$ cat config.mk
export PLATFORM = sky130hd
export DESIGN_NAME = keyboard_matrix_port_read_core_flat
export DESIGN_NICKNAME = d
export VERILOG_FILES = /design/src/hw/rtl/kmpr_pkg.sv /design/src/hw/rtl/kmpr_if.sv /design/src/hw/rtl/kmpr_decode.sv /design/src/hw/rtl/kmpr_keymap.sv /design/src/hw/rtl/keyboard_matrix_port_read_core.sv /design/src/flat_wrapper.sv
export SDC_FILE = /design/constraint.sdc
export NUM_CORES = 1
export LEC_CHECK = 0
export ABC_AREA = 1
export BUFFER_PORTS_ARGS = -buffer_cell sky130_fd_sc_hd__buf_4
export CORE_UTILIZATION = 25
export CTS_CLUSTER_DIAMETER = 50
export DETAILED_ROUTE_END_ITERATION = 8
export PLACE_DENSITY = 0.39
export REMOVE_ABC_BUFFERS = 1
export SLEW_MARGIN = 30
export SYNTH_ARGS = -nofsm -noshare
export SYNTH_HDL_FRONTEND = slang
export SYNTH_HIERARCHICAL = 1
export SYNTH_SLANG_ARGS = --single-unit
$ cat constraint.sdc
create_clock -name i_clk -period 4.85 [get_ports i_clk]
set_clock_uncertainty 0.1 [all_clocks]
set_input_delay 1.2125 -clock i_clk [delete_from_list [all_inputs] [get_ports i_clk]]
set_output_delay 1.2125 -clock i_clk [all_outputs]
set_load 0.1 [all_outputs]
$ cat src/hw/rtl/kmpr_pkg.sv
package kmpr_pkg;

    localparam int KEY_COUNT    = 40;
    localparam int COLS_PER_ROW = 5;
    localparam int ROW_COUNT    = 8;

    localparam int FUNC_W  = 3;
    localparam int INDEX_W = 6;
    localparam int CHAR_W  = 8;
    localparam int ADDR_W  = 16;
    localparam int ROW_W   = 3;

    // operation codes on the func field
    localparam logic [FUNC_W-1:0] FUNC_CLEAR   = 3'd0;
    localparam logic [FUNC_W-1:0] FUNC_ASSIGN  = 3'd1;
    localparam logic [FUNC_W-1:0] FUNC_PRESS   = 3'd2;
    localparam logic [FUNC_W-1:0] FUNC_RELEASE = 3'd3;
    localparam logic [FUNC_W-1:0] FUNC_READ    = 3'd4;

    localparam logic [INDEX_W-1:0]      KEY_NONE = 6'd40;
    localparam logic [COLS_PER_ROW-1:0] ROW_IDLE = 5'h1F;

    // decoded operation handed from the decoder to the key map
    typedef struct packed {
        logic                 clr_all;
        logic                 set_en;
        logic [INDEX_W-1:0]   set_idx;
        logic                 set_val;
        logic                 rd_hit;
        logic [ROW_W-1:0]     rd_row;
    } t_key_op;

    // map a character code to its key number, KEY_NONE when unknown
    function automatic logic [INDEX_W-1:0] key_num_of(input logic [CHAR_W-1:0] code);
        logic [CHAR_W-1:0]  c;
        logic [INDEX_W-1:0] k;
        c = code;
        if (code >= 8'h61 && code <= 8'h7A) begin
            c = code - 8'd32;
        end
        case (c)
            8'h20: k = 6'd0;   // space
            8'h2F: k = 6'd1;   // slash
            8'h4D: k = 6'd2;
            8'h4E: k = 6'd3;
            8'h42: k = 6'd4;
            8'h0D: k = 6'd5;   // carriage return
            8'h0A: k = 6'd5;   // line feed shares the enter key
            8'h4C: k = 6'd6;
            8'h4B: k = 6'd7;
            8'h4A: k = 6'd8;
            8'h48: k = 6'd9;
            8'h50: k = 6'd10;
            8'h4F: k = 6'd11;
            8'h49: k = 6'd12;
            8'h55: k = 6'd13;
            8'h59: k = 6'd14;
            8'h30: k = 6'd15;
            8'h39: k = 6'd16;
            8'h38: k = 6'd17;
            8'h37: k = 6'd18;
            8'h36: k = 6'd19;
            8'h31: k = 6'd20;
            8'h32: k = 6'd21;
            8'h33: k = 6'd22;
            8'h34: k = 6'd23;
            8'h35: k = 6'd24;
            8'h51: k = 6'd25;
            8'h57: k = 6'd26;
            8'h45: k = 6'd27;
            8'h52: k = 6'd28;
            8'h54: k = 6'd29;
            8'h41: k = 6'd30;
            8'h53: k = 6'd31;
            8'h44: k = 6'd32;
            8'h46: k = 6'd33;
            8'h47: k = 6'd34;
            8'h5C: k = 6'd35;  // backslash
            8'h5A: k = 6'd36;
            8'h58: k = 6'd37;
            8'h43: k = 6'd38;
            8'h56: k = 6'd39;
            default: k = KEY_NONE;
        endcase
        return k;
    endfunction

endpackage

$ cat src/hw/rtl/kmpr_if.sv
interface kmpr_req_if
    import kmpr_pkg::*;
();
    logic                valid;
    logic                ready;
    logic [FUNC_W-1:0]   func;
    logic [INDEX_W-1:0]  key_index;
    logic                key_on;
    logic [CHAR_W-1:0]   char_code;
    logic [ADDR_W-1:0]   port_address;

    modport source (output valid, func, key_index, key_on, char_code, port_address,
                    input ready);
    modport sink   (input valid, func, key_index, key_on, char_code, port_address,
                    output ready);
endinterface

interface kmpr_rsp_if
    import kmpr_pkg::*;
();
    logic                    valid;
    logic                    ready;
    logic [COLS_PER_ROW-1:0] row_bits;

    modport source (output valid, row_bits, input ready);
    modport sink   (input valid, row_bits, output ready);
endinterface

$ cat src/hw/rtl/kmpr_decode.sv
module kmpr_decode
    import kmpr_pkg::*;
(
    input  logic [FUNC_W-1:0]  i_func,
    input  logic [INDEX_W-1:0] i_key_index,
    input  logic               i_key_on,
    input  logic [CHAR_W-1:0]  i_char_code,
    input  logic [ADDR_W-1:0]  i_port_address,
    output t_key_op            o_op
);

    logic [INDEX_W-1:0] char_key;
    logic [ROW_W-1:0]   sel_row;
    logic               sel_hit;

    assign char_key = key_num_of(i_char_code);

    // find the highest zero among address bits 15 down to 8
    always_comb begin
        sel_row = '0;
        sel_hit = 1'b0;
        for (int r = ROW_COUNT - 1; r >= 0; r--) begin
            if (!i_port_address[ADDR_W - 1 - r]) begin
                sel_row = ROW_W'(r);
                sel_hit = 1'b1;
            end
        end
    end

    // build the operation from func
    always_comb begin
        o_op         = '0;
        o_op.rd_row  = sel_row;
        case (i_func)
            FUNC_CLEAR: begin
                o_op.clr_all = 1'b1;
            end
            FUNC_ASSIGN: begin
                o_op.set_en  = (i_key_index < INDEX_W'(KEY_COUNT));
                o_op.set_idx = i_key_index;
                o_op.set_val = i_key_on;
            end
            FUNC_PRESS, FUNC_RELEASE: begin
                o_op.set_en  = (char_key != KEY_NONE);
                o_op.set_idx = char_key;
                o_op.set_val = (i_func == FUNC_PRESS);
            end
            FUNC_READ: begin
                o_op.rd_hit = sel_hit;
            end
            default: begin
                o_op.clr_all = 1'b0;
            end
        endcase
    end

endmodule

$ cat src/hw/rtl/kmpr_keymap.sv
module kmpr_keymap
    import kmpr_pkg::*;
(
    input  logic                    i_clk,
    input  logic                    i_rst_n,
    input  logic                    i_apply,
    input  t_key_op                 i_op,
    output logic [COLS_PER_ROW-1:0] o_row_bits
);

    logic [KEY_COUNT-1:0] r_key_map;
    logic [KEY_COUNT-1:0] n_key_map;
    logic [INDEX_W-1:0]   row_base;

    // apply clear or single-key update
    always_comb begin
        n_key_map = r_key_map;
        if (i_op.clr_all) begin
            n_key_map = '0;
        end else if (i_op.set_en) begin
            n_key_map[i_op.set_idx] = i_op.set_val;
        end
    end

    always_ff @(posedge i_clk) begin
        if (!i_rst_n) begin
            r_key_map <= '0;
        end else if (i_apply) begin
            r_key_map <= n_key_map;
        end
    end

    // read the selected half-row active low
    assign row_base = INDEX_W'(i_op.rd_row) * INDEX_W'(COLS_PER_ROW);
    assign o_row_bits = i_op.rd_hit ? ~r_key_map[row_base +: COLS_PER_ROW] : ROW_IDLE;

endmodule

$ cat src/hw/rtl/keyboard_matrix_port_read_core.sv
// Channel   Dir  Payload                                            Handshake
// i_req     in   func, key_index, key_on, char_code, port_address  valid/ready
// o_rsp     out  row_bits (read port only)                          valid/ready
//
// One transaction per cycle sustained while results are taken; a read result is
// registered first in the input register, then in the result register.
// The key map update and half-row read share one combinational pass.
// Synchronous active-low reset clears the key map and both valid flags.
// A stalled result holds the transaction in the input register; new requests
// are accepted while that register is empty or its transaction advances.
module keyboard_matrix_port_read_core
    import kmpr_pkg::*;
(
    input  logic        i_clk,
    input  logic        i_rst_n,
    kmpr_req_if.sink    i_req,
    kmpr_rsp_if.source  o_rsp
);

    logic                    r_in_valid;
    logic [FUNC_W-1:0]       r_func;
    logic [INDEX_W-1:0]      r_key_index;
    logic                    r_key_on;
    logic [CHAR_W-1:0]       r_char_code;
    logic [ADDR_W-1:0]       r_port_address;
    logic                    r_out_valid;
    logic [COLS_PER_ROW-1:0] r_row_bits;

    t_key_op                 op;
    logic [COLS_PER_ROW-1:0] row_bits;
    logic                    advance;
    logic                    is_read;

    // advance the held transaction when the result side has room
    assign advance     = r_in_valid && (!r_out_valid || o_rsp.ready);
    assign i_req.ready = !r_in_valid || advance;
    assign is_read     = (r_func == FUNC_READ);

    // input register
    always_ff @(posedge i_clk) begin
        if (!i_rst_n) begin
            r_in_valid <= 1'b0;
        end else if (i_req.ready) begin
            r_in_valid <= i_req.valid;
        end
    end

    always_ff @(posedge i_clk) begin
        if (i_req.ready && i_req.valid) begin
            r_func         <= i_req.func;
            r_key_index    <= i_req.key_index;
            r_key_on       <= i_req.key_on;
            r_char_code    <= i_req.char_code;
            r_port_address <= i_req.port_address;
        end
    end

    kmpr_decode u_decode (
        .i_func         (r_func),
        .i_key_index    (r_key_index),
        .i_key_on       (r_key_on),
        .i_char_code    (r_char_code),
        .i_port_address (r_port_address),
        .o_op           (op)
    );

    kmpr_keymap u_keymap (
        .i_clk      (i_clk),
        .i_rst_n    (i_rst_n),
        .i_apply    (advance),
        .i_op       (op),
        .o_row_bits (row_bits)
    );

    // result register: load on a read, drop once taken
    always_ff @(posedge i_clk) begin
        if (!i_rst_n) begin
            r_out_valid <= 1'b0;
        end else if (advance) begin
            r_out_valid <= is_read;
        end else if (o_rsp.ready) begin
            r_out_valid <= 1'b0;
        end
    end

    always_ff @(posedge i_clk) begin
        if (advance && is_read) begin
            r_row_bits <= row_bits;
        end
    end

    assign o_rsp.valid    = r_out_valid;
    assign o_rsp.row_bits = r_row_bits;

endmodule

$ cat src/flat_wrapper.sv
// flat-port wrapper written by rule: the top's interface ports become plain ports
module keyboard_matrix_port_read_core_flat import kmpr_pkg::*;
  (i_clk, i_rst_n, i_req_valid, i_req_func, i_req_key_index, i_req_key_on, i_req_char_code, i_req_port_address, i_req_ready, o_rsp_valid, o_rsp_row_bits, o_rsp_ready);
  kmpr_req_if i_req_i ();
  kmpr_rsp_if o_rsp_i ();
  input  logic i_clk;
  input  logic i_rst_n;
  input wire logic [$bits(i_req_i.valid)-1:0] i_req_valid;
  input wire logic [$bits(i_req_i.func)-1:0] i_req_func;
  input wire logic [$bits(i_req_i.key_index)-1:0] i_req_key_index;
  input wire logic [$bits(i_req_i.key_on)-1:0] i_req_key_on;
  input wire logic [$bits(i_req_i.char_code)-1:0] i_req_char_code;
  input wire logic [$bits(i_req_i.port_address)-1:0] i_req_port_address;
  output wire logic [$bits(i_req_i.ready)-1:0] i_req_ready;
  output wire logic [$bits(o_rsp_i.valid)-1:0] o_rsp_valid;
  output wire logic [$bits(o_rsp_i.row_bits)-1:0] o_rsp_row_bits;
  input wire logic [$bits(o_rsp_i.ready)-1:0] o_rsp_ready;
  assign i_req_i.valid = i_req_valid;
  assign i_req_i.func = i_req_func;
  assign i_req_i.key_index = i_req_key_index;
  assign i_req_i.key_on = i_req_key_on;
  assign i_req_i.char_code = i_req_char_code;
  assign i_req_i.port_address = i_req_port_address;
  assign i_req_ready = i_req_i.ready;
  assign o_rsp_valid = o_rsp_i.valid;
  assign o_rsp_row_bits = o_rsp_i.row_bits;
  assign o_rsp_i.ready = o_rsp_ready;
  keyboard_matrix_port_read_core u_core (.i_clk(i_clk), .i_rst_n(i_rst_n), .i_req(i_req_i), .o_rsp(o_rsp_i));
endmodule
=== Yosys cells after proc, flatten, opt, wreduce, memory -nomap -nowiden ===
Memories as Yosys holds them, arrays and structs flattened.
Index checks and enable logic that the tools add are counted.

* Input port bits: 38
* Register bits: 81
* Output and inout port bits: 7
* Memories kept: 1
* Word-level logic and storage cells: 66
* Bits in read-only memories: 768

{| class="wikitable"
|+ Memories
! memory !! depth !! bits a word !! read ports !! clocked after Yosys merged registers in !! wr ports !! line !! text
|-
| (no name shown) || 128 || 6 || 1 || 0 || 0 || kmpr_pkg.sv:41 || <nowiki>case (c)</nowiki>
|}

* Shift-type cells: 1
* $lt $le $gt $ge: 5
* Equality and inequality tests: 5
* $add $sub $neg: 1
* Multipliers: 1
* Reduce and logical (&&, ||, !) cells: 14
* Bitwise gates (word level): 1
* Muxes and demuxes: 28

{| class="wikitable"
|+ Operators with widths
! kind !! count
|-
| 40-bit two-way mux || 2
|-
| 40-bit bitwise mux || 1
|-
| 40-bit by 7-bit variable part select with 5-bit output || 1
|-
| 3-bit two-way mux || 8
|-
| 8-bit one-hot mux with 2 select lines || 1
|-
| 1-bit two-way mux || 13
|-
| 8-bit by 7-bit >= comparator with 1-bit output (second input constant) || 1
|-
| 8-bit by 7-bit <= comparator with 1-bit output (second input constant) || 1
|-
| 8-bit two-way mux || 1
|-
| 8-bit by 6-bit subtractor with 8-bit output (second input constant) || 1
|-
| 6-bit by 7-bit < comparator with 1-bit output (second input constant) || 1
|-
| 1-bit demux with 6-bit select || 1
|-
| 3-bit by 2-bit == test with 1-bit output (second input constant) || 2
|-
| 6-bit by 1-bit >= comparator with 1-bit output (second input constant) || 1
|-
| 6-bit < comparator (second input constant) || 1
|-
| 3-bit by 3-bit multiplier with 6-bit output (second input constant) || 1
|-
| 6-bit two-way mux || 1
|-
| 6-bit != test (second input constant) || 1
|-
| 1-bit logical AND || 5
|-
| 5-bit NOT || 1
|-
| 2-bit nonzero test || 2
|-
| 3-bit by 1-bit == test with 1-bit output (second input constant) || 1
|-
| 3-bit == test (second input constant) || 1
|-
| 3-bit logical NOT || 1
|-
| other kinds (4) || 6
|}

=== Longest topological paths before layout ===
An unclocked memory read counts as a cell.

* Depth in word-level cells: 14
* Depth in mapped cells: 23
* Mapped depth without buffers: 22

=== By module ===
The synthesis kept the hierarchy.

{| class="wikitable"
|+ Modules (own cells, without submodules)
! module !! seq. area each (µm²) !! cells each !! area each (µm²) !! instances
|-
| kmpr_keymap || 800.8 || 426 || 2483.6 || 1
|-
| keyboard_matrix_port_read_core || 1211.2 || 54 || 1278.7 || 1
|-
| kmpr_decode || 0.0 || 185 || 1004.7 || 1
|}

=== Worst setup path after synthesis ===
Ideal clock, no wire load.

* Kind: in2out
* Start: in o_rsp_ready
* End: out i_req_ready
* Arrival time: 1.664 ns
* Cell stages on the path: 2
* Setup slack: 1.873 ns
* Path buffers: 0
* Required time: 3.538 ns
* Cells stage by stage: nor2_4 -> nand2_2

* Word-level cells in the longest chain between the ends: 3

{| class="wikitable"
|+ RTL lines
! what !! line !! text
|-
| from (decl) || flat_wrapper.sv:17 || <nowiki>input wire logic [$bits(o_rsp_i.ready)-1:0] o_rsp_ready;</nowiki>
|-
| 1-bit logical OR || keyboard_matrix_port_read_core.sv:35 || <nowiki>assign advance = r_in_valid && (!r_out_valid || o_rsp.ready);</nowiki>
|-
| 1-bit logical AND || keyboard_matrix_port_read_core.sv:35 ||
|-
| 1-bit logical OR || keyboard_matrix_port_read_core.sv:36 || <nowiki>assign i_req.ready = !r_in_valid || advance;</nowiki>
|-
| to (decl) || flat_wrapper.sv:14 || <nowiki>output wire logic [$bits(i_req_i.ready)-1:0] i_req_ready;</nowiki>
|}

No other way between the ends.

==> qor.yml <==
clock_network:
  cts_hold_buf: 0
  cts_root_buf: "clkbuf_16"
  post_cts_buffers: 0
  tritoncts: "built"
  clk_pin_slew_worst_paths_ps: 70
  cts_buffer_depth: 2
  h-tree-depth: 3
  cts_sinks: 73
  cts_made_buffers: 9
  cts_resized: 0
  clock_latency_ps: 340
layout:
  finish.utilization_pct: 30.1
  final_nets: 726
  layout-drive-gt1-share_pct: 13.9
  final_cell_mix: "nand2_1 (215), nor2_1 (71), o21ai_0 (66)"
  seqCellArea_mm2: 0.00177
  layout_commonest_cell: "nand2_1"
  diodes: 0
  fillers: 1868
  fin_area_mm2: 0.00527
  area_growth_pct: 16.3
  multi_input_area_mm2: 0.00236
flow_run:
  drv.max_cap_violation_count: 0
place:
  port_buffers: 36
  dp_slack_ps: 1380
  dp_hpwl_um: 8690
  placed_area_mm2: 0.00495
  gp_congestion: 0.849
yosys:
  synth_area_per_cell_um2: 6.89
  synth-warning-count: 6
  postSynthCellCount: 657
  syn_area_mm2: 0.00453
critical_path:
  worstPathCellList: "inv_1 -> nand2_1 -> nor2_1 -> nand2_1 -> nand3_2 -> nand3_1 -> nand2_2 -> inv_2 -> nand2_1 -> a21boi_2 -> o21ai_0 -> inv_1 -> nand3_1 -> nor2_1 -> o21ai_0 -> nand2_1 -> a21oi_1"
  path_common_cell: "nand2_1"
  worstPathRequired_ps: 5020
  crit_family: "simple AND/OR/NAND/NOR gates"
  end_kind: "flip-flop"
  crit_arrival_ps: 3630
  slowest_stage: "edfxtp_1"
  crit_fanout: 15
  cp.buffers_inverters: 3
  path_class: "reg -> reg"
  slowest_delay_ps: 550
  start_kind: "flip-flop"
sta:
  finalCritPeriodShare_pct: 71.5
  rsz0062_at_grt: "false"
  period_minus_slack_ps: 3470
  tightest_slew_ps: 785
  setup_tns_ps: 0
  fin_ws_ps: 1380
  setup_viol: 0
  clock.fmax_ghz: 0.288
  final_hold_viol_count: 0
  slew_violations: 0
  maxSlewHeadroom_pct: 47.6
power:
  cellPowerDensity_mw_per_mm2: 301
  leakagePower_uw: 0.00209
  vdd_drop_max_uv: 168
global_routing:
  grt_pass1_vias: 4098
  grt_pass1_wl_um: 21000
  grt_antenna_before_repair: 0
  grt_max_degree: 41
  grt.total_usage_pct: 14.8
  grt_overflow: 0
floorplanning:
  ios: 45
  start_util_pct: 25.9
  core_area_mm2: 0.0175
  die_w_um: 137
  die_h_um: 137
  die_area_mm2: 0.0187
  rows: 48
detailed_routing:
  drt_iter0_drc: 294
  ant_nets: 0
  drtPass1Iterations: 6
  route.detailed.drc: 0
  drt-total-wl_um: 12800
  post_drt_wl_per_cell_um: 14.1
  viasPerCell: 4.67
  vias: 4248
outcome:
  outcome: "complete, no violations"
worst_hold_path:
  hp-class: "reg -> reg"
## power by group
group / leakage [µW] / total [µW] / switching [µW] / internal [µW]
combinational: 0.00132 / 207 / 139 / 67.6
sequential: 0.000625 / 670 / 14.4 / 655
clock: 0.000148 / 710 / 278 / 432
## flip-flops by register name, indices dropped and copies added, names as in the netlist
name	count
u_core/r_port_address	8
u_core/r_key_on	1
u_core/r_char_code	8
u_core/r_key_index	6
u_core/o_rsp.valid	1
u_core/u_keymap/r_key_map	40
u_core/r_func	3
u_core/r_in_valid	1
u_core/o_rsp.row_bits	5
## per-stage QoR
| step | total power (µW) | hold slack, ps | cells |
|---|---|---|---|
| finish | 1590 | 358 | 910 |
| global route | 1670 | 374 | 910 |
| CTS | 1610 | 360 | 910 |
| detailed placement | 891 | 350 | 894 |
| global placement | 892 | 342 | 894 |
| floorplan | 815 | 336 | 625 |
## cell type report
class                      instances  area share [%]
multi-input combinational        498            44.9
clock buffer                      11            4.82
timing repair buffer              44            6.27
inverter                          54            3.90
clock inverter                     5            1.14
sequential                        73            33.7
tap                              225            5.35
## tightest hold or removal path: cells and delay by family (launching register included)
kind	cells	cell delay [ps]
AND/OR/NAND/NOR	1	60
AO/OA/AOI/OAI	1	50
flip-flops	1	310
## metal layers
layer	track usage, %	vias up	wire length [µm]
li1	-	2187	-
met1	20.3	1954	6410
met2	23.0	95	5770
met3	2.33	12	443
met4	6.11	0	191
met5	0	-	0
## worst paths after layout
check / startpoint / end / slack, ps / cells after the start
setup / recovery: u_core/r_char_code[4]$_DFFE_PP_ / u_core/u_keymap/r_key_map[31]$_SDFFE_PN0P_ / 1380 / 17
hold / removal: u_core/u_keymap/r_key_map[32]$_SDFFE_PN0P_ / u_core/u_keymap/r_key_map[32]$_SDFFE_PN0P_ / 360 / 2
setup reg to reg: u_core/r_char_code[4]$_DFFE_PP_ / u_core/u_keymap/r_key_map[31]$_SDFFE_PN0P_ / 1380 / 17
hold reg to reg: u_core/u_keymap/r_key_map[32]$_SDFFE_PN0P_ / u_core/u_keymap/r_key_map[32]$_SDFFE_PN0P_ / 360 / 2
Note: power is estimated with default switching activity, not from simulation.
